==> src/rtl/assert_macros.svh <==
// Assertion helpers for the RTL.
`ifndef ASSERT_MACROS_SVH
`define ASSERT_MACROS_SVH

// Checked on every rising edge outside reset.
`define ATOD_ASSERT(label, prop, msg) \
  label: assert property (@(posedge clk) disable iff (rst) prop) else $error(msg);

// Checked on every rising edge, reset included.
`define ATOD_ASSERT_ALWAYS(label, prop, msg) \
  label: assert property (@(posedge clk) prop) else $error(msg);

`endif

==> src/rtl/atod_ram.sv <==
`timescale 1ns / 1ps
module atod_ram #(
  parameter int WIDTH = 24,
  parameter int DEPTH = 64
) (
  input  logic                     clk,
  input  logic                     we,
  input  logic [$clog2(DEPTH)-1:0] waddr,
  input  logic [WIDTH-1:0]         wdata,
  input  logic [$clog2(DEPTH)-1:0] raddr,
  output logic [WIDTH-1:0]         rdata
);

  logic [WIDTH-1:0] mem [DEPTH];

  always_ff @(posedge clk) begin
    if (we) begin
      mem[waddr] <= wdata;
    end
    rdata <= mem[raddr];
  end

endmodule

==> config.mk <==
export PLATFORM = sky130hd
export DESIGN_NAME = atod_ram
export DESIGN_NICKNAME = d
export VERILOG_FILES = /design/src/rtl/assert_macros.svh /design/src/rtl/atod_ram.sv
export SDC_FILE = /design/constraint.sdc
export NUM_CORES = 1
export LEC_CHECK = 0
export BUFFER_PORTS_ARGS = -buffer_cell sky130_fd_sc_hd__buf_2
export CAP_MARGIN = 20
export CELL_PAD_IN_SITES_DETAIL_PLACEMENT = 1
export CELL_PAD_IN_SITES_GLOBAL_PLACEMENT = 1
export CORE_ASPECT_RATIO = 1.75
export CORE_MARGIN = 1.5
export CORE_UTILIZATION = 30
export DETAILED_ROUTE_END_ITERATION = 7
export PLACE_DENSITY_LB_ADDON = 0.1
export SYNTH_ARGS = -nofsm -noshare
export SYNTH_HDL_FRONTEND = slang
export SYNTH_SLANG_ARGS = --single-unit
==> constraint.sdc <==
create_clock -name clk -period 6.15 [get_ports clk]
set_input_delay 0.3075 -clock clk [delete_from_list [all_inputs] [get_ports clk]]
set_output_delay 0.3075 -clock clk [all_outputs]
set_load 0.05 [all_outputs]
Word level (Yosys, flattened, before mapping)
Memory sizes are Yosys's and may differ from the RTL's. A register that Yosys moved wholly into a read port is not among the register bits.
Index checks and enable logic that the tools add are counted.

cells by class
  mux-type cells = 2

operator list
  operator           count
  two-way mux 1 bit  2

storage, ports and cells
  register bits after elaboration = 0
  memory bits (writable) = 1,536
  bits of input ports = 38
  output and inout port bits = 24
  logic and storage cells = 3
  memories kept = 1

memory list
  name  words  width  rd ports  clocked after Yosys merged registers in  write ports  line            source
  mem   64     24     1         1                                        1            atod_ram.sv:14  logic [WIDTH-1:0] mem [DEPTH];

Longest topological paths before layout
Gate-level depths: netlist (run 1).

  word-level depth = 2
  mapped depth = 9
  gate-level depth less buffers = 5

Worst setup path after synthesis (run 1)
Ideal clock, no wire load.

  path type = input to register
  start point = in waddr[3]
  end point = mem mem[48][0] (enable)
  arrival time = 2.470 ns
  data required time = 5.715 ns
  path slack = 3.245 ns
  stages = 4
  cell sequence = clkbuf_1 > nor2b_1 > nand4b_1 > nor3_1

RTL lines
  what                line            source
  start: declaration  atod_ram.sv:8   input logic [$clog2(DEPTH)-1:0] waddr,
  end: declaration    atod_ram.sv:14

No word-level cell before the write port.

==> impl_metrics.tcl, run 1 <==
set metrics [dict create \
    status "finished clean" \
    min-delay-path-class "in2reg" \
    yosysTopAreaCell "edfxtp_1" \
    crit_path_start_kind "input pin" \
    grtUsageTotal_pct 18.1 \
    drc 0 \
    rsz0062_at_grt "false" \
    antenna_found_initial 5 \
    die_x_um 339 \
    placement_rows 215 \
    path_common_cell "buf_4" \
    drt_first_pass_iters 5 \
    area_growth_pct 15.1 \
    setup_viol 0 \
    drive_gt1_share_pct 29.9 \
    hold_depth 1 \
    end_kind "flip-flop" \
    synthCells 2610 \
    cts_tree "yes" \
    grt_max_degree 89 \
    regToRegSetupSlack_ns 3.55 \
    die_area_um2 200000 \
    post_cts_resize_count 0 \
    yosys_warnings 0 \
    max_cap_viol_count 0 \
    syn-num-nets 2648 \
    min_period_ns 2.84 \
    crit_arrival_ns 3.47 \
    cpMaxStageDelayCell "buf_4" \
    die_h_um 591 \
    cpPeakStageDelay_ns 0.69 \
    fillers 18800 \
    drv_slew 0 \
    ys_seq_area_share_pct 78.6 \
    yosysTopAreaCellShare_pct 77.8 \
    async_reset_ff_share_pct 0 \
    critPathMaxFanout 63 \
    p_int_w 0.0174 \
    finalClockSkew_ns 0.0291 \
    share_seq_of_total_power_pct 53.0 \
    synth_enable_flop_cells 1536 \
    pre_cts_slack_ns 2.35 \
    irDropWorstVdd_uv 188 \
    io_pins 62 \
    switching_share_pct 21.9 \
    crit_type "in2reg" \
    multiInputGateArea_um2 12100 \
    synthFlopType "edfxtp_1" \
    routedWlPerCell_um 32.8 \
    grt_first_pass_wirelength_um 252000 \
    clk_pin_slew_ns 0.07 \
    clock_latency_ns 0.79 \
    final.setup.tns_ns 0 \
    numCtsBuffers 158 \
    dp_hpwl_um 106000 \
    fin_crit_sh_pct 46.1 \
    vias 27600 \
    crit_chain "buf_8 > buf_4 > buf_4 > mux4_2 > mux2_2 > o22ai_1 > o21ai_0" \
    viasPerCell 4.99 \
    synth.avg_cell_area_um2 22.7 \
    max_slew_margin_pct 19.6 \
    worstReg2RegStart "mem[55][7]$_DFFE_PP_" \
    gp_congestion 0.747 \
    cts.sink_count 1560 \
    clk_path_buf_depth 4 \
    p_clk_share_pct 41.7 \
    ys_seq_elements 1560 \
    worstMarginPinSlew_ns 1.21 \
    hp-start "wdata[1]" \
    drtIter0Drc 2241 \
    comb_power_share_pct 5.3 \
    synth_cell_types 40 \
    drt-total-wl_um 181000 \
    p_leak_nw 21.0 \
    syn_area_um2 59300 \
    initial_core_util_pct 30.2 \
    powerDensity_nw_per_um2 326 \
    postRouteAntennaNets 0 \
    cts_root_buf "clkbuf_16" \
    io_buffers 61 \
    power_switching_w 0.00488 \
    synthTopCellsByArea "edfxtp_1 78%, mux4_2 13%, mux2i_1 1.6%, mux2_2 1.0%, dfxtp_1 0.81%" \
    gr-total-overflow 0 \
    crit_required_ns 6.78 \
    worstRegToRegCells 5 \
    grt_pass1_vias 30700 \
    max_freq_mhz 353 \
    nets 2849 \
    regArea_um2 46600 \
    core-area_um2 196000 \
    layout_setup_ws_ns 3.31 \
    hold_end "mem[30][1]$_DFFE_PP_" \
    r2r_end "rdata[7]$_DFF_P_" \
    finalHoldViolCount 0 \
    htree_levels 4 \
]
power by group through the flow:
stage	logic, W	registers [W]	clock network, W
after floorplan	0.000581	0.0121	0
after global placement	0.00121	0.0120	0
after detailed placement	0.00123	0.0120	0
after CTS	0.00123	0.0118	0.00957
after global routing	0.00127	0.0118	0.00988
final	0.00119	0.0118	0.00928
per-layer routing:
layer  part of all wire [%]  up-vias  wire [µm]  track usage (%)
met1                     38    15200      68200             20.8
met2                     56      572     101000             34.8
met5                 0.0072        -         13                0
li1                       -    11500          -                -
met3                    3.3      252       5990             2.02
met4                    3.0        2       5400             5.56
cells in the final DEF, fill, tap and decap left out, types with 12 or more instances in the layout:
master	instances
buf_2	57
o22ai_1	53
o21a_1	13
and3_1	16
clkinv_1	24
clkbuf_1	34
nor2_2	54
dfxtp_1	24
a221oi_1	52
mux2_2	53
buf_4	107
o21ai_0	12
clkbuf_16	165
clkinv_2	25
a31oi_1	13
mux2i_1	95
mux4_2	355
nand2_1	36
nor2_1	18
edfxtp_1	1536
nand3_1	20
a22oi_1	29
a21oi_1	22
what timing repair did:
| item | CTS | global route |
|---|---|---|
| buffers inserted | 0 | 0 |
| hold buffers | 0 | 4 |
| hold endpoints to repair | 0 | 40 |
registers in the layout, summed over array words and instances, names as in the netlist:
| signal | count |
|---|---|
| rdata | 24 |
| mem | 1536 |
cell families after synthesis:
group / Yosys count / synth area share (%)
DFF: 1560 / 78.6
muxes: 503 / 16.1
AOI/OAI and AO/OA: 207 / 2.44
and+or+nand+nor: 196 / 1.56
buffers and inverters: 144 / 1.31
cells in the mapped netlist (all sizes together) (3+ instances only):
| cell type | n |
|---|---|
| edfxtp | 1536 |
| mux4 | 355 |
| buf | 97 |
| mux2i | 95 |
| nor2 | 80 |
| mux2 | 53 |
| o22ai | 53 |
| a221oi | 52 |
| clkbuf | 45 |
| nand2 | 36 |
| a22oi | 29 |
| dfxtp | 24 |
| a21oi | 22 |
| nand3 | 20 |
| o21ai | 18 |
| and3 | 16 |
| a31oi | 13 |
| o21a | 13 |
| or3 | 10 |
| nor2b | 9 |
| nand2b | 6 |
| a221o | 4 |
| and2 | 4 |
| nand3b | 3 |
| or2 | 3 |
| or3b | 3 |
area by class of cell:
type / instances / area share [%]
inverters: 2 / 0.0128
clock buffers: 203 / 6.32
well taps: 2604 / 4.77
multi-input cells: 906 / 17.8
flip-flops and latches: 1560 / 68.3
repair buffers: 183 / 2.06
diodes: 2 / 0.00733
clock inverters: 69 / 0.777
worst max-delay path by stage:
stage | from | endpoint | slack (ns) | depth (start not counted)
2_1_floorplan | waddr[3] | mem[48][0]$_DFFE_PP_ | 3.25 | 4
3_3_place_gp | raddr[0] | rdata[7]$_DFF_P_ | 2.32 | 7
3_5_place_dp | raddr[0] | rdata[7]$_DFF_P_ | 2.35 | 7
4_1_cts | raddr[0] | rdata[7]$_DFF_P_ | 3.21 | 7
5_1_grt | raddr[0] | rdata[12]$_DFF_P_ | 3.02 | 7
6_report | raddr[0] | rdata[12]$_DFF_P_ | 3.31 | 7
critical path, delay by kind of cell:
kind	cells	cell delay, ns
muxes	2	0.83
AOI/OAI and AO/OA	2	0.29
buffers and inverters	3	1.80
through the flow:
step                      area (µm²)  std cells  power [W]  hold WS, ns  util [%]
final                          68200       5529     0.0223       0.0891      34.8
after global routing           68200       5528     0.0230       0.0827      34.8
after CTS                      68100       5518     0.0226       0.0506      34.7
after detailed placement       63300       5246     0.0133        0.785      32.3
after global placement         63200       5245     0.0132        0.800      32.3
after floorplan                59300       2610     0.0127        0.406         -
Note: power is estimated with default switching activity, not from simulation.
==> inputs of run 2 (changes only) <==
Clock period 6.15 ns to 2.9 ns, I/O delays scaled along.
==> run 2 against run 1 <==
  * Global-route usage hardly changed
  * Sequential power up 110%
  * Design area rose by 2.9%
  * Highest routed layer unchanged
  * Non-clock buffer count up 133
  * Largest power group unchanged
  * Clock power rose by 120%
  * Largest cell class unchanged
  * Flip-flop and latch count unchanged
==> impl_metrics.tcl, run 2 (same netlist as run 1, synthesis figures left out) <==
set metrics [dict create \
    die_x_um 339 \
    clk_pin_slew_ns 0.06 \
    min_period_ns 2.44 \
    crit_chain "mux4_2 > mux2_2 > a221oi_1 > buf_4 > a31oi_1 > buf_4 > o21a_1" \
    drt-total-wl_um 182000 \
    drtIter0Drc 2000 \
    core-area_um2 196000 \
    end_kind "flip-flop" \
    status "finished clean" \
    grtUsageTotal_pct 18.2 \
    crit_arrival_ns 3.09 \
    grtUsageMet2_pct 35.4 \
    io_buffers 61 \
    drive_gt1_share_pct 32.2 \
    hold_ws_ns 0.0718 \
    max_slew_margin_pct 27.6 \
    antenna_found_initial 14 \
    largest_reg_flops 1536 \
    viasPerCell 4.98 \
    design_area_um2 70200 \
    min-delay-path-class "in2reg" \
    dp_hpwl_um 114000 \
    post_cts_resize_count 0 \
    max_cap_viol_count 0 \
    cts.sink_count 1560 \
    routedWlPerCell_um 32.0 \
    path_common_cell "buf_4" \
    fin_crit_sh_pct 84.0 \
    crit_type "reg2reg" \
    grt_pass1_vias 31300 \
    crit_required_ns 3.55 \
    path_depth 7 \
    drv_slew 0 \
    placed_cell_area_um2 64700 \
    placement_rows 215 \
    cp_num_buf_inv 2 \
    critPathMaxFanout 1 \
    initial_core_util_pct 30.2 \
    clock_latency_ns 0.81 \
    regArea_um2 46600 \
    irDropWorstVdd_uv 309 \
    fillers 18800 \
    gr-total-overflow 0 \
    area_growth_pct 18.4 \
    setup_viol 0 \
    grt_max_degree 65 \
    grt_first_pass_wirelength_um 254000 \
    cpMaxStageDelayCell "mux4_2" \
    crit_path_start_kind "flip-flop" \
    worstMarginPinSlew_ns 1.09 \
    postRouteAntennaNets 0 \
    max_freq_mhz 410 \
    hold_buffers 13 \
    finalClockSkew_ns 0.0318 \
    layout_common_cells "1536 x edfxtp_1, 355 x mux4_2, 162 x clkbuf_16" \
    multiInputGateArea_um2 12100 \
    finalHoldViolCount 0 \
    drt_first_pass_iters 5 \
    drc 0 \
    post_cts_buffers 0 \
    htree_levels 4 \
    powerDensity_nw_per_um2 684 \
    layout_setup_ws_ns 0.463 \
    power_w 0.0480 \
    cts_root_buf "clkbuf_16" \
    die_h_um 591 \
    rsz0062_at_grt "false" \
    worstRegToRegCells 7 \
    use_met1_pct 20.9 \
    nets 2981 \
    numCtsBuffers 157 \
    gr-usage-met3_pct 1.84 \
    top_usage_layer "met2" \
    cpPeakStageDelay_ns 0.49 \
    p_leak_nw 22.0 \
    cts_tree "yes" \
    top_regs "mem x1536, rdata x24" \
    io_pins 62 \
    final_common_cell "edfxtp_1" \
    pre_cts_slack_ns -0.00943 \
    gp_congestion 0.744 \
    die_area_um2 200000 \
    vias 28200 \
    crit_family "multiplexers" \
    clk_path_buf_depth 4 \
    regMostFlops "mem" \
    hold_depth 1 \
]
==> run 2: cell count changes in the layout (fill, tap and decap cells not counted), moves of 2 or more <==
cell           delta
clkbuf_16         -3
clkbuf_8          +4
buf_4            +54
buf_12           +61
clkinv_2          -5
buf_8             -2
bufinv_16         +7
clkinvlp_4        -7
diode_2           +7
dlygate4sd3_1    +20
clkinv_1          +7
==> run 2: worst register-to-register path: cells and delay by family (launching register included) <==
family | cells | cell delay (ns)
mux | 2 | 0.86
flops | 1 | 0.36
buf+inv | 2 | 0.36
compound gates | 3 | 0.71
==> run 2: through the flow <==
stage / instances / utilization, % / TNS (ns)
floorplan: 2610 / - / 0
global placement: 5351 / 33.0 / 0
detailed placement: 5353 / 33.0 / -0.00943
CTS: 5642 / 35.6 / 0
global route: 5667 / 35.8 / 0
finish: 5673 / 35.8 / 0
==> run 2: routing by layer <==
metal,vias up,wire [µm]
li1,11800,-
met1,15700,69600
met2,500,103000
met3,252,4800
met4,4,4780
met5,-,23
==> run 2: layout make-up <==
cell class	instances	share of cell area (%)
antenna	9	0.0321
clock buffer	203	6.11
clock inverter	73	1.01
inverter	2	0.0107
multi-input combinational	906	17.3
sequential	1560	66.4
tap	2604	4.64
timing repair buffer	316	4.56
==> run 2: path summary, 6_finish.rpt <==
check / start / end / slack (ns)
worst max-delay path: mem[39][7]$_DFFE_PP_ / rdata[7]$_DFF_P_ / 0.46
worst min-delay path: wdata[16] / mem[46][16]$_DFFE_PP_ / 0.07
worst max register to register: mem[39][7]$_DFFE_PP_ / rdata[7]$_DFF_P_ / 0.46
worst min register to register: mem[8][3]$_DFFE_PP_ / rdata[3]$_DFF_P_ / 0.88
==> run 2: report_power, final <==
group	switching (W)	internal, W	leakage, nW
logic	0.00170	0.00100	5.51
registers	0.0000940	0.0249	14.0
clock network	0.00863	0.0117	2.44
total	0.0104	0.0376	22.0
==> inputs of run 3 (changes only) <==
Settings changed: ABC_AREA set to 1.
Clock period 2.9 ns to 2.1 ns, I/O delays scaled along.
==> run 3 against run 2 <==
  * Sequential share of layout area shrank 4.9 points
  * Utilization grew 0.74 points
  * Worst hold slack lost 0.048 ns
  * Die area grew 5.8%
  * Synthesized cell count grew 100%
  * Final cell count grew 48%
  * Critical path type is now in2reg
  * Largest cell class unchanged
==> impl_metrics.tcl, run 3 <==
set metrics [dict create \
    status "finished clean" \
    yosysTopAreaCell "edfxtp_1" \
    grt_pass1_vias 44500 \
    cp-startpoint "waddr[4]" \
    regMostFlops "mem" \
    grtUsageTotal_pct 22.2 \
    clk_path_buf_depth 4 \
    io_pins 62 \
    max_cap_viol_count 0 \
    synth_fa_ha_area_share_pct 0 \
    dp_hpwl_um 145000 \
    p_int_w 0.0519 \
    cpPeakStageDelay_ns 0.60 \
    post_cts_buffers 0 \
    drt-total-wl_um 236000 \
    cts_root_buf "clkbuf_16" \
    crit_path_start_kind "input pin" \
    setup_viol 0 \
    largest_reg_flops 1536 \
    io_buffers 61 \
    synthFlopType "edfxtp_1" \
    placed_cell_area_um2 70500 \
    cts_tree "yes" \
    synth.avg_cell_area_um2 12.0 \
    clock_latency_ns 0.82 \
    area_growth_pct 20.7 \
    final_common_cell "nand2_1" \
    p_leak_nw 27.2 \
    fin_crit_sh_pct 90.1 \
    synthTopCellsByArea "edfxtp_1 73%, nand2_1 12%, nand3_1 10%, buf_2 1.3%, buf_6 0.79%" \
    powerDensity_nw_per_um2 902 \
    max_freq_mhz 528 \
    top_regs "mem x1536, rdata x24" \
    end_kind "flip-flop" \
    finalClockSkew_ns 0.0371 \
    synth_commonest_cells "1944 x nand2_1, 1536 x edfxtp_1, 1303 x nand3_1, 169 x buf_2, 64 x clkbuf_1" \
    initial_core_util_pct 30.3 \
    p_clk_share_pct 41.2 \
    worstReg2RegStart "mem[38][14]$_DFFE_PP_" \
    crit_type "in2reg" \
    r2r_end "rdata[14]$_DFF_P_" \
    async_reset_ff_share_pct 0 \
    drc 0 \
    post_cts_resize_count 0 \
    die_area_um2 212000 \
    drive_gt1_share_pct 13.8 \
    synthCells 5230 \
    worstRegToRegCells 10 \
    drt_first_pass_iters 6 \
    min-delay-path-class "in2reg" \
    syn-num-nets 5268 \
    syn_area_um2 62800 \
    comb_power_share_pct 8.2 \
    synth_compound_area_share_pct 0 \
    placement_rows 221 \
    synth_top_family_by_area "simple AND/OR/NAND/NOR gates" \
    die_x_um 349 \
    grt_max_degree 65 \
    rsz0062_at_grt "false" \
    synth_mux_area_share_pct 0 \
    finalHoldViolCount 0 \
    layout_setup_ws_ns 0.207 \
    multiInputGateArea_um2 14600 \
    viasPerCell 5.02 \
    yosysTopAreaCellShare_pct 73.5 \
    worstMarginPinSlew_ns 0.979 \
    yosys_warnings 0 \
    share_seq_of_total_power_pct 50.6 \
    regArea_um2 46600 \
    ys_seq_area_share_pct 74.3 \
    min_period_ns 1.89 \
    antenna_found_initial 17 \
    crit_arrival_ns 2.40 \
    synth.most_common_cell "nand2_1" \
    drv_slew 0 \
    gr-total-overflow 0 \
    design_area_um2 75800 \
    power_switching_w 0.0164 \
    vias 42200 \
    cts.sink_count 1560 \
    postRouteAntennaNets 0 \
    critPathMaxFanout 16 \
    ys_seq_elements 1560 \
    synth-simple-area-share_pct 22.5 \
    irDropWorstVdd_uv 669 \
    fillers 22200 \
    path_common_cell "dlygate4sd3_1" \
    final.setup.tns_ns 0 \
    clk_pin_slew_ns 0.06 \
    pre_cts_slack_ns -0.171 \
    synth_cell_types 17 \
    grt_first_pass_wirelength_um 336000 \
    gp_congestion 0.796 \
    synth_xor_area_share_pct 0 \
    crit_required_ns 2.60 \
    htree_levels 4 \
    core-area_um2 207000 \
    regToRegSetupSlack_ns 0.27 \
    max_slew_margin_pct 34.6 \
    synth_enable_flop_cells 1536 \
    layout_common_cells "1944 x nand2_1, 1536 x edfxtp_1, 1303 x nand3_1" \
    numCtsBuffers 163 \
    die_h_um 608 \
    routedWlPerCell_um 28.0 \
    crit_end "mem[8][12]$_DFFE_PP_" \
    nets 5644 \
    cpMaxStageDelayCell "dlygate4sd3_1" \
    crit_chain "dlygate4sd3_1 > buf_2 > inv_1 > nand3_1 > dlygate4sd3_1 > nor2_4 > buf_12" \
    switching_share_pct 24.0 \
    drtIter0Drc 2619 \
]
[run 3: worst min path at each step]
stage	start	end	depth (start not counted)
final	we	mem[16][18]$_DFFE_PP_	4
after global routing	we	mem[16][18]$_DFFE_PP_	4
after CTS	raddr[2]	rdata[6]$_DFF_P_	8
after detailed placement	wdata[18]	mem[53][18]$_DFFE_PP_	1
after global placement	wdata[18]	mem[52][18]$_DFFE_PP_	1
after floorplan	wdata[0]	mem[0][0]$_DFFE_PP_	0
[run 3: final cells by class]
class,count,share of cell area (%)
repair buffers,549,8.13
multi-input cells,3320,19.3
clock buffers,219,5.84
well taps,2676,4.42
clock inverters,65,0.690
diodes,7,0.0231
inverters,12,0.104
flip-flops and latches,1560,61.5
[run 3: power by group through the flow]
stage	Sequential (W)	Clock (W)	Combinational (W)
finish	0.0346	0.0282	0.00558
global route	0.0346	0.0299	0.00602
CTS	0.0346	0.0289	0.00572
detailed placement	0.0353	0	0.00566
global placement	0.0353	0	0.00563
floorplan	0.0354	0	0.00226
[run 3: through the flow]
step	hold slack [ns]	utilization, %	total power [W]	cells
2_1_floorplan	0.204	-	0.0377	5230
3_5_place_dp	0.454	34.0	0.0409	8084
6_report	0.0241	36.5	0.0683	8408
5_1_grt	0.0416	36.5	0.0705	8403
4_1_cts	0.00793	36.5	0.0693	8402
3_3_place_gp	0.427	34.0	0.0409	8082
[run 3: cells by family after synthesis]
family                 count (synthesis)
AND/OR/NAND/NOR                     3320
flip-flops                          1560
buffers and inverters                350
[run 3: what timing repair did]
item,CTS,global route
hold endpoints to repair,1475,0
endpoints found under the setup margin,0,5
hold buffers,34,0
[run 3: per-layer routing]
layer | wire length (µm) | global-route usage [%] | part of all wire (%) | up-vias
li1 | - | - | - | 19200
met1 | 94200 | 26.5 | 40 | 21900
met2 | 126000 | 41.2 | 54 | 755
met3 | 7330 | 2.22 | 3.1 | 285
met4 | 7690 | 7.40 | 3.3 | 4
met5 | 15 | 0 | 0.0064 | -
[run 3: worst max-delay path, delay by kind of cell]
| kind | cells | cell delay [ns] |
|---|---|---|
| buffers and inverters | 5 | 1.70 |
| AND/OR/NAND/NOR | 2 | 0.56 |
