$ cat src/rtl/assert_macros.svh
// Assertion helpers for the RTL.
`ifndef ASSERT_MACROS_SVH
`define ASSERT_MACROS_SVH

// Checked on every rising edge outside reset.
`define ATOD_ASSERT(label, prop, msg) \
  label: assert property (@(posedge clk) disable iff (rst) prop) else $error(msg);

// Checked on every rising edge, reset included.
`define ATOD_ASSERT_ALWAYS(label, prop, msg) \
  label: assert property (@(posedge clk) prop) else $error(msg);

`endif

$ cat src/rtl/atod_pkg.sv
`timescale 1ns / 1ps
package atod_pkg;

  localparam int Q_W        = 24;
  localparam int SQ_W       = 48;
  localparam int MUL_W      = 28;
  localparam int DIV_W      = 49;
  localparam int DIV_CNT_W  = 6;
  localparam int CFG_IDX_W  = 2;
  localparam int CFG_DATA_W = 23;

  localparam int Q_MAX           = 8388607;
  localparam int Q_MIN           = -8388608;
  localparam int ONSET_MIN_COUNT = 10;

  localparam logic [SQ_W-1:0] SQ_MAX = '1;

  localparam logic [CFG_IDX_W-1:0] CFG_SMOOTHING_COEF   = 2'd0;
  localparam logic [CFG_IDX_W-1:0] CFG_STD_DEV_MULTIPLE = 2'd1;
  localparam logic [CFG_IDX_W-1:0] CFG_THRESHOLD_FLOOR  = 2'd2;

  localparam logic CMD_CLEAR = 1'b1;

  localparam logic signed [1:0] LVL_POS  = 2'sd1;
  localparam logic signed [1:0] LVL_ZERO = 2'sd0;
  localparam logic signed [1:0] LVL_NEG  = -2'sd1;

  // Start of a rounded division by a small positive divisor.
  typedef struct packed {
    logic            start;
    logic [SQ_W-1:0] mag;
  } div_req_t;

  typedef struct packed {
    logic             done;
    logic [DIV_W-1:0] quot;
  } div_rsp_t;

endpackage

$ cat src/rtl/atod_rdiv.sv
`timescale 1ns / 1ps
module atod_rdiv import atod_pkg::*; #(
  parameter int DEN_W = 7
) (
  input  logic             clk,
  input  logic             rst,
  input  div_req_t         req,
  input  logic [DEN_W-1:0] den,
  output div_rsp_t         rsp
);

  // Restoring division of (mag + den/2) by den, one quotient bit per cycle.
  logic                 busy;
  logic                 done;
  logic [DIV_CNT_W-1:0] cnt;
  logic [DIV_W-1:0]     work;
  logic [DEN_W-1:0]     rem;
  logic [DEN_W:0]       rem_sh;
  logic [DEN_W:0]       rem_sub;
  logic                 ge;

  always_comb begin
    rem_sh  = {rem, work[DIV_W-1]};
    ge      = rem_sh >= {1'b0, den};
    rem_sub = rem_sh - {1'b0, den};
  end

  always_ff @(posedge clk) begin
    if (rst) begin
      busy <= 1'b0;
      done <= 1'b0;
    end else begin
      done <= 1'b0;
      if (req.start) begin
        busy <= 1'b1;
        cnt  <= '0;
        rem  <= '0;
        work <= {1'b0, req.mag} + DIV_W'(den >> 1);
      end else if (busy) begin
        rem  <= ge ? rem_sub[DEN_W-1:0] : rem_sh[DEN_W-1:0];
        work <= {work[DIV_W-2:0], ge};
        cnt  <= cnt + 1'b1;
        if (cnt == DIV_CNT_W'(DIV_W - 1)) begin
          busy <= 1'b0;
          done <= 1'b1;
        end
      end
    end
  end

  assign rsp.done = done;
  assign rsp.quot = work;

endmodule

$ cat config.mk
export PLATFORM = sky130hd
export DESIGN_NAME = atod_rdiv
export DESIGN_NICKNAME = d
export VERILOG_FILES = /design/src/rtl/assert_macros.svh /design/src/rtl/atod_pkg.sv /design/src/rtl/atod_rdiv.sv
export SDC_FILE = /design/constraint.sdc
export NUM_CORES = 1
export LEC_CHECK = 0
export BUFFER_PORTS_ARGS = -buffer_cell sky130_fd_sc_hd__clkbuf_2
export CAP_MARGIN = 20
export CORE_ASPECT_RATIO = 1.5
export CORE_MARGIN = 2
export CORE_UTILIZATION = 50
export DETAILED_ROUTE_END_ITERATION = 7
export PLACE_DENSITY = 0.8
export SYNTH_ARGS = -nofsm -noshare
export SYNTH_HDL_FRONTEND = slang
export SYNTH_SLANG_ARGS = --single-unit
$ cat constraint.sdc
create_clock -name clk -period 10.01 [get_ports clk]
set_input_delay 0.5005 -clock clk [delete_from_list [all_inputs] [get_ports clk]]
set_output_delay 0.5005 -clock clk [all_outputs]
set_load 0.1 [all_outputs]
# [Word-level counts from Yosys, hierarchy flattened]
# Cells that the tools add are included.
[classes] eq_ne=1 n_lt_le_gt_ge=1 addsub=3 n_reduce_logical=3 mux=9 bitwise_logic=2
[ops] cell="49-bit 2-to-1 mux" count=2
[ops] cell="48-bit by 6-bit adder with 49-bit output" count=1
[ops] cell="7-bit 2-to-1 mux" count=2
[ops] cell="8-bit by 7-bit >= comparator with 1-bit output" count=1
[ops] cell="7-bit subtractor" count=1
[ops] cell="6-bit by 1-bit adder with 6-bit output, second input constant" count=1
[ops] cell="6-bit equality test, second input constant" count=1
[ops] cell="6-bit 2-to-1 mux" count=1
[ops] cell="1-bit 2-to-1 mux" count=4
[ops] cell="3-bit OR reduction" count=1
[ops] cell="1-bit NOT" count=2
[ops] cell="2-bit AND reduction" count=1
[ops] cell="2-bit nonzero test" count=1
[word_totals] word_cells=24 register_bits=64 in_bits=58 out_inout_bits=50

# [Logic depth before layout (Yosys ltp)]
# Gate-level depths: netlist (run 1).
[logic_depth] word_depth=4 mapped_depth=8 ltp_nobuf=8

# [Least setup slack after synthesis (run 1)]
# Ideal clock, no wire load.
[synth_timing] kind="input-to-reg" start="in req[48] (netlist bit)" end="reg cnt[0] (enable)" path_slack_ns=5.824 cell_stages=4 t_arrival_ns=3.704 path_buffers=2 t_required_ns=9.528 setup_ns=0.482 cell_sequence="clkbuf_1 -> clkbuf_1 -> nor2_1 -> nor2_1"
[synth_between] elab_chain_cells=2
[synth_lines] element="start: declaration" line="atod_rdiv.sv:7" source="input div_req_t req,"
[synth_lines] element="2-bit nonzero test (no source line)"
[synth_lines] element="2-bit AND reduction (no source line)"
[synth_lines] element="end signal: assignment" line="atod_rdiv.sv:42" source="cnt <= cnt + 1'b1;"
[synth_lines] element="end: declaration" line="atod_rdiv.sv:15" source="logic [DIV_CNT_W-1:0] cnt;"
# No other way between the ends.
# A chain may end at the register's enable or synchronous reset.

# [Final worst setup path (run 1)]
[layout_timing] start="in den[1]" end="reg work[40], data pin"
[layout_between] elab_chain_cells=2
[layout_lines] element="start: declaration" line="atod_rdiv.sv:8" source="input logic [DEN_W-1:0] den,"
[layout_lines] element="48-bit by 6-bit adder with 49-bit output" line="atod_rdiv.sv:38" source="work <= {1'b0, req.mag} + DIV_W'(den >> 1);"
[layout_lines] element="49-bit 2-to-1 mux" line="atod_rdiv.sv:34" source="if (req.start) begin"
[layout_lines] element="end signal: assignment" line="atod_rdiv.sv:38"
[layout_lines] element="end signal: assignment" line="atod_rdiv.sv:41" source="work <= {work[DIV_W-2:0], ge};"
[layout_lines] element="end: declaration" line="atod_rdiv.sv:16" source="logic [DIV_W-1:0] work;"
# No other way between the ends.

==> results of run 1 <==
cell usage after synthesis, types with 2 or more instances:
cell                       instances  area share
sky130_fd_sc_hd__a211o_1           4      0.0082
sky130_fd_sc_hd__a211oi_1          5      0.0088
sky130_fd_sc_hd__a21o_1            3      0.0053
sky130_fd_sc_hd__a21oi_1          34       0.040
sky130_fd_sc_hd__a31oi_1          12       0.018
sky130_fd_sc_hd__and3_1            9       0.013
sky130_fd_sc_hd__and4_1            6       0.012
sky130_fd_sc_hd__buf_2             3      0.0035
sky130_fd_sc_hd__buf_4             2      0.0035
sky130_fd_sc_hd__clkbuf_1         15       0.013
sky130_fd_sc_hd__dfxtp_1           2      0.0094
sky130_fd_sc_hd__edfxtp_1         62        0.44
sky130_fd_sc_hd__fa_1              2      0.0094
sky130_fd_sc_hd__ha_1             15       0.044
sky130_fd_sc_hd__inv_1            13       0.011
sky130_fd_sc_hd__mux2_2            5       0.013
sky130_fd_sc_hd__nand2_1          25       0.022
sky130_fd_sc_hd__nand2b_1          2      0.0029
sky130_fd_sc_hd__nand3_1          31       0.036
sky130_fd_sc_hd__nand3b_1          3      0.0053
sky130_fd_sc_hd__nand4_1          15       0.022
sky130_fd_sc_hd__nor2_1           53       0.047
sky130_fd_sc_hd__nor2b_1           5      0.0073
sky130_fd_sc_hd__nor3_1           11       0.013
sky130_fd_sc_hd__nor3_2            2      0.0047
sky130_fd_sc_hd__nor4_1            3      0.0044
sky130_fd_sc_hd__o211ai_1          5      0.0088
sky130_fd_sc_hd__o21a_1            4      0.0070
sky130_fd_sc_hd__o21ai_0           6      0.0070
sky130_fd_sc_hd__o21ai_1          13       0.015
sky130_fd_sc_hd__o31a_1            3      0.0062
sky130_fd_sc_hd__o31ai_1           2      0.0035
sky130_fd_sc_hd__o41ai_1           2      0.0041
sky130_fd_sc_hd__or3_1             6      0.0088
sky130_fd_sc_hd__or4_1             2      0.0035
sky130_fd_sc_hd__or4b_1            2      0.0047
sky130_fd_sc_hd__xnor2_1          12       0.025
sky130_fd_sc_hd__xor2_1           19       0.039
through the flow:
step	hold slack [ns]	cell area, um^2	std cells	worst slack, ns	utilization
6_report	0.389	5230	654	7.31	0.626
5_1_grt	0.405	5230	654	7.20	0.626
4_1_cts	0.383	5230	654	7.33	0.626
3_5_place_dp	0.484	4880	638	7.00	0.583
3_3_place_gp	0.481	4880	638	7.07	0.583
2_1_floorplan	0.471	4260	441	5.82	-
routing by layer:
metal | GRT usage | up-vias | wire length [um]
met5 | 0 | - | 0
met4 | 0.0862 | 0 | 229
met3 | 0.0590 | 22 | 549
met2 | 0.420 | 111 | 5740
met1 | 0.277 | 1808 | 4510
li1 | - | 1889 | -
state kept, by name, indices dropped and copies added, names as in the netlist:
name	flops
work	49
rem	7
cnt	6
done	1
busy	1
area by class of cell:
cell class | instances | area [um^2] | area share
inverter | 13 | 48.8 | 0.00933
clock inverter | 5 | 103 | 0.0196
tap | 107 | 134 | 0.0256
sequential | 64 | 1900 | 0.363
clock buffer | 11 | 253 | 0.0483
timing repair buffer | 110 | 558 | 0.107
multi-input combinational | 344 | 2230 | 0.427
report_power, final:
part / internal, mW / leakage (nW) / total, mW / switching (mW)
logic: 0.0587 / 1.29 / 0.234 / 0.175
clock network: 0.256 / 0.172 / 0.368 / 0.112
registers: 0.320 / 0.606 / 0.332 / 0.0114
cell families after synthesis:
logic type	Yosys count
and+or+nand+nor	184
muxes	6
xor gates and xnor gates	31
DFF	64
adders and majority gates	17
buffers and inverters	33
AOI/OAI and AO/OA	106
worst max-delay path, delay by kind of cell:
family | cells | cell delay [ns]
AOI/OAI and AO/OA | 3 | 0.79
adders and majority gates | 2 | 0.68
and+or+nand+nor | 2 | 0.47
buffers and inverters | 2 | 0.31
worst paths after layout:
check / from / to / slack, ns / depth (start not counted)
min: rst / busy$_SDFF_PP0_ / 0.39 / 2
max: den[1] / work[40]$_DFFE_PP_ / 7.31 / 9
max reg2reg: work[48]$_DFFE_PP_ / work[0]$_DFFE_PP_ / 7.51 / 8
min reg2reg: busy$_SDFF_PP0_ / done$_SDFF_PP0_ / 0.50 / 1
==> flow_summary.rst, run 1 <==
.. list-table::
   :header-rows: 1

   * - Metric
     - Value
   * - Xor and xnor fraction of the mapped netlist area
     - 0.0637
   * - Mux share of post-synthesis cell area
     - 0.0156
   * - Area grow syn2layout
     - 22.7%
   * - Most common library cell in the layout ignoring fill and taps
     - sky130_fd_sc_hd__clkbuf_2
   * - Antenna diode count
     - 0
   * - Final weighted congestion in routability-driven placement
     - 0.885
   * - Boundary Pins
     - 108
   * - Number of rows created at floorplan
     - 41
   * - Worst Tran Pin Value
     - 0.880 ns
   * - Number of setup violations in the final report
     - 0
   * - Post-DR vias/cell
     - between 5 and 6
   * - Crit Path Class
     - primary input to register
   * - Synth cell types
     - 61
   * - Adder-cell area share of the yosys netlist
     - 0.0534
   * - Proportion of register bits with asynchronous set or reset after synthesis
     - 0
   * - Number of synthesized register bits
     - 64
   * - Htree depth
     - 3
   * - Final antenna-violating net count
     - 0
   * - Yosys warns
     - 0
   * - Initial DRT Pass Iterations
     - 4
   * - Clock slew at reported path FFs
     - approximately 0.06 ns
   * - Via count of the first global-routing pass
     - between 3,000 and 4,000
   * - Total count of hold-check failures in the final report
     - 0
   * - # Post-CTS Setup Buffers
     - 0
   * - Final-layout setup total negative slack
     - 0 ns
   * - Die outline width
     - 79.4 um
   * - Critical Path Sink Type
     - register
   * - Cts bufs inserted
     - 9
   * - CP Max Fanout
     - 12
   * - Total power of the final layout
     - 934 uW
   * - Worst clock skew on the final layout
     - 0.00684 ns
   * - Nets in the synthesized netlist
     - slightly above 500
   * - Fraction of layout instances using a drive strength above 1
     - 0.254
   * - Die ar.
     - 9300 um^2
   * - Resize count post-CTS
     - 0
   * - Layout Nets
     - slightly above 600
   * - Wire length of the first global-routing pass
     - approximately 17,000 um
   * - Crit share post-route
     - 0.269
   * - Required time of the critical path
     - 10.09 ns
   * - Crit path DAT
     - between 2 and 3 ns
   * - Initial core utilization
     - 0.510
   * - Maximum root-to-sink buffer count
     - 2
   * - Slowest stage cell on the critical path
     - sky130_fd_sc_hd__fa_1
   * - Category of the worst setup path launch point
     - primary input
   * - Max-capacitance violation count
     - 0
   * - Clock sink total
     - between 60 and 70
   * - HPWL Detailed
     - around 7900 um
   * - Unrepaired setup endpoints after global routing
     - false
   * - Worst-Skew Late Latency
     - around 0.33 ns
   * - Number of enable flip-flop cells after synthesis
     - 62
   * - Sequential-to-total area share from yosys stat
     - 0.446
   * - P per Cell Area
     - 178 nW/um^2
   * - Height of the die
     - 117 um
   * - Top_reg_cell synth
     - sky130_fd_sc_hd__edfxtp_1
   * - Simple-gate portion of the synthesized area
     - 0.229
   * - Tightest slew margin relative to the limit
     - 0.413
   * - Drt first-iter violations
     - 393
   * - Result of the run
     - finished, final reports clean
   * - Overall overflow remaining after global route
     - 0
   * - Number of inserted filler cells in the final layout
     - 729
   * - Area of the placeable core
     - 8360 um^2
   * - DR DRC count
     - 0
   * - Largest net degree at the start of global routing
     - a little over 90
   * - Wirelength per Cell
     - 16.9 um
   * - Count of input and output buffers
     - 107
   * - DR vias
     - 3,830
   * - FMAX
     - 371 MHz
   * - Post-synthesis cell area
     - 4260 um^2
   * - Cts hold-fix bufs
     - 0
   * - Cells along the critical path
     - clkbuf_2 > ha_1 > fa_1 > a211oi_1 > o21ai_1 > buf_4 > and3_1 > and2_1 > a211o_1
   * - Clock root cell
     - sky130_fd_sc_hd__clkbuf_16
   * - Total routing resource utilization after global routing
     - 0.237
   * - Hold Crit Class
     - primary input to register
   * - Average footprint of a synthesized cell
     - 9.67 um^2
   * - Synth Instances
     - 441
   * - Leading cell types in the layout, fill and taps excluded
     - sky130_fd_sc_hd__clkbuf_2, sky130_fd_sc_hd__edfxtp_1, sky130_fd_sc_hd__nor2_1
   * - Total Routed Length
     - 11,000 um
   * - Clock tree from TritonCTS
     - done
   * - Max incr delay on CP
     - 0.45 ns
   * - Fraction of the mapped netlist area in compound gates
     - 0.161
   * - Antenna violations before repair
     - 0
   * - Final Max Slew Viols
     - 0
   * - P_leak
     - 2.06 nW
   * - Peak supply drop
     - ~0.11 mV
   * - Largest family of logic cells by synthesized area
     - simple AND/OR/NAND/NOR gates
   * - Min Tclk post-route
     - 2.70 ns
(Power assumes the default switching activity.)
==> run 2: changes to the inputs <==
--- a/config.mk
+++ b/config.mk
@@ -9,9 +9,9 @@
 export CAP_MARGIN = 20
 export CORE_ASPECT_RATIO = 1.5
 export CORE_MARGIN = 2
-export CORE_UTILIZATION = 50
+export CORE_UTILIZATION = 49
 export DETAILED_ROUTE_END_ITERATION = 7
-export PLACE_DENSITY = 0.8
+export PLACE_DENSITY = 0.81
 export SYNTH_ARGS = -nofsm -noshare
 export SYNTH_HDL_FRONTEND = slang
 export SYNTH_SLANG_ARGS = --single-unit
==> constraint.sdc (replaced) <==
create_clock -name clk -period 2.45 [get_ports clk]
set_input_delay 0.1225 -clock clk [delete_from_list [all_inputs] [get_ports clk]]
set_output_delay 0.1225 -clock clk [all_outputs]
set_load 0.1 [all_outputs]
==> flow_summary.rst, run 2 (synthesized netlist as in run 1, its figures left out) <==
.. list-table::
   :header-rows: 1

   * - Metric
     - Value
   * - Routed met1 length
     - 4240 um (was 4510 um)
   * - Total power of the final layout
     - 3.45 mW (was 934 uW)
   * - Top Metal Used
     - met4 (unchanged)
   * - Fin cells
     - 662 (was 654)
   * - P_leak
     - 2.07 nW (was 2.06 nW)
   * - Fraction of layout instances using a drive strength above 1
     - 0.267 (was 0.254)
   * - Max-capacitance violation count
     - 0 (unchanged)
   * - Resize count post-CTS
     - 0 (unchanged)
   * - Crit Path Class
     - register to register (was primary input to register)
   * - Number of inserted filler cells in the final layout
     - 725 (was 729)
   * - Post-DR vias/cell
     - 5.95 (was 5.86)
   * - Final weighted congestion in routability-driven placement
     - 0.960 (was 0.885)
   * - Cts hold-fix bufs
     - 0 (unchanged)
   * - Initial DRT Pass Iterations
     - 5 (was 4)
   * - Clock tree from TritonCTS
     - done (unchanged)
   * - Instance count after placement with tap cells included
     - 646 (was 638)
   * - Drt first-iter violations
     - 319 (was 393)
   * - Leading cell types in the layout, fill and taps excluded
     - sky130_fd_sc_hd__clkbuf_2, sky130_fd_sc_hd__edfxtp_1, sky130_fd_sc_hd__nor2_1 (unchanged)
   * - Worst setup path end
     - work[0]$_DFFE_PP_ (was work[40]$_DFFE_PP_)
   * - Worst clock skew on the final layout
     - 0.00490 ns (was 0.00684 ns)
   * - Number of setup violations in the final report
     - 0 (unchanged)
   * - Wire length of the first global-routing pass
     - 17,700 um (was 17,000 um)
   * - Htree depth
     - 3 (unchanged)
   * - Largest net degree at the start of global routing
     - 97 (was 91)
   * - Layout Nets
     - 625 (was 617)
   * - Worst reg-to-reg setup slack
     - 0.17 ns (was 7.51 ns)
   * - RR Startpoint
     - rem[1]$_SDFFCE_PP0P_ (was work[48]$_DFFE_PP_)
   * - Clock sink total
     - 64 (unchanged)
   * - Wirelength per Cell
     - 16.7 um (was 16.9 um)
   * - Height of the die
     - 118 um (was 117 um)
   * - Total routing resource utilization after global routing
     - 0.238 (was 0.237)
   * - Unrepaired setup endpoints after global routing
     - false (unchanged)
   * - # Post-CTS Setup Buffers
     - 0 (unchanged)
   * - Crit share post-route
     - 0.930
   * - Antenna diode count
     - 0 (unchanged)
   * - Top register by number of flip-flops
     - work (unchanged)
   * - P per Cell Area
     - 658 nW/um^2 (was 178 nW/um^2)
   * - DR vias
     - 3,940 (was 3,830)
   * - Min Tclk post-route
     - 2.28 ns
   * - Count of input and output buffers
     - 107 (unchanged)
   * - Most common library cell in the layout ignoring fill and taps
     - sky130_fd_sc_hd__clkbuf_2 (unchanged)
   * - Peak supply drop
     - 0.497 mV (was 0.112 mV)
   * - Reg2Reg Depth
     - 6 (was 8)
   * - Clock root cell
     - sky130_fd_sc_hd__clkbuf_16 (unchanged)
   * - Number of flip-flops under the largest register name
     - 49 (unchanged)
   * - Overall overflow remaining after global route
     - 0 (unchanged)
   * - Final Max Slew Viols
     - 0 (unchanged)
   * - Antenna violations before repair
     - 0 (unchanged)
   * - Worst Tran Pin Value
     - 0.705 ns (was 0.880 ns)
   * - Via count of the first global-routing pass
     - 3,907 (was 3,571)
   * - Pre-CTS setup slack
     - 0.114 ns (was 7.00 ns)
   * - Maximum root-to-sink buffer count
     - 2 (unchanged)
   * - Boundary Pins
     - 108 (unchanged)
   * - HPWL Detailed
     - 8130 um (was 7890 um)
   * - Final-layout setup total negative slack
     - 0 ns (unchanged)
   * - Area of the placeable core
     - 8410 um^2 (was 8360 um^2)
   * - Clock slew at reported path FFs
     - 0.05 ns (was 0.06 ns)
   * - Critical path launch point
     - rem[1]$_SDFFCE_PP0P_ (was den[1])
   * - Number of rows created at floorplan
     - 41 (unchanged)
   * - CP Max Fanout
     - 5 (was 12)
   * - Final antenna-violating net count
     - 0 (unchanged)
   * - Largest regs
     - work x49, rem x7, cnt x6 (unchanged)
   * - DR DRC count
     - 0 (unchanged)
   * - Post-layout worst setup margin
     - 0.171 ns (was 7.31 ns)
   * - Required time of the critical path
     - 2.53 ns (was 10.09 ns)
   * - Tightest slew margin relative to the limit
     - 0.529 (was 0.413)
   * - Die outline width
     - 80.2 um (was 79.4 um)
   * - Worst-Skew Late Latency
     - 0.33 ns (about the same)
   * - Category of the worst setup path launch point
     - register (was primary input)
   * - Total count of hold-check failures in the final report
     - 0 (unchanged)
   * - Result of the run
     - finished, final reports clean (unchanged)
   * - Met3 routed wirelength
     - 696 um (was 549 um)
   * - Met2 Routed Length
     - 5740 um (about the same)
   * - Placed cell area
     - 4990 um^2 (was 4880 um^2)
   * - FMAX
     - 439 MHz
   * - Endpoint of the lowest-slack register-to-register path
     - work[0]$_DFFE_PP_ (unchanged)
   * - Cts bufs inserted
     - 9 (unchanged)
   * - Critical Path Sink Type
     - register (unchanged)
   * - Hold Crit Class
     - primary input to register (unchanged)
   * - Area grow syn2layout
     - 23.2% (was 22.7%)
   * - Initial core utilization
     - 0.507 (was 0.510)
   * - Total Routed Length
     - 11,000 um (about the same)
   * - Die ar.
     - 9480 um^2 (was 9300 um^2)
   * - Crit path DAT
     - 2.36 ns (was 2.77 ns)
   * - Cell area after layout
     - 5250 um^2 (was 5230 um^2)
-- run 2: cell types whose count changed in the layout (fill, tap and decap cells not counted), moves of 2 or more --
cell	delta
sky130_fd_sc_hd__clkinv_2	+4
sky130_fd_sc_hd__clkbuf_1	+2
sky130_fd_sc_hd__bufinv_16	-3
sky130_fd_sc_hd__buf_4	+5
sky130_fd_sc_hd__buf_12	+3
sky130_fd_sc_hd__clkbuf_8	-2
-- run 2: critical path, stage by stage (launching register included) --
cell	delay (ns)
sky130_fd_sc_hd__edfxtp_1	0.41
sky130_fd_sc_hd__ha_1	0.36
sky130_fd_sc_hd__nor2b_1	0.17
sky130_fd_sc_hd__o31a_1	0.34
sky130_fd_sc_hd__o31ai_4	0.33
sky130_fd_sc_hd__nand2_1	0.14
sky130_fd_sc_hd__mux2_2	0.28
-- run 2: worst min-delay path by stage --
stage,from,end,slack [ns],depth (start not counted)
3_3_place_gp,rst,busy$_SDFF_PP0_,0.35,2
6_report,rst,busy$_SDFF_PP0_,0.02,2
3_5_place_dp,rst,busy$_SDFF_PP0_,0.36,2
4_1_cts,rst,busy$_SDFF_PP0_,0.02,2
2_1_floorplan,rst,busy$_SDFF_PP0_,0.20,1
5_1_grt,rst,busy$_SDFF_PP0_,0.02,2
-- run 2: power by group --
group	internal (mW)	leakage, nW	switching [mW]
clock	0.675	0.133	0.448
sequential	1.31	0.606	0.0459
combinational	0.256	1.33	0.721
total	2.24	2.07	1.21
-- run 2: layer usage --
metal  track usage  up-vias
met5             0        -
met4         0.115        0
met3        0.0595       33
met2         0.406      135
met1         0.273     1865
li1              -     1907
-- run 2: final cells by class --
class,count,area (um^2),share of cell area
clock inverter,5,25.0,0.00477
tap,107,134,0.0255
timing repair buffer,118,656,0.125
sequential,64,1900,0.362
inverter,13,48.8,0.00929
clock buffer,11,233,0.0443
multi-input combinational,344,2250,0.429
-- run 2: stage by stage --
step | hold slack [ns] | util
global route | 0.0222 | 0.624
global placement | 0.353 | 0.594
floorplan | 0.201 | -
finish | 0.0197 | 0.624
CTS | 0.0153 | 0.624
detailed placement | 0.365 | 0.594
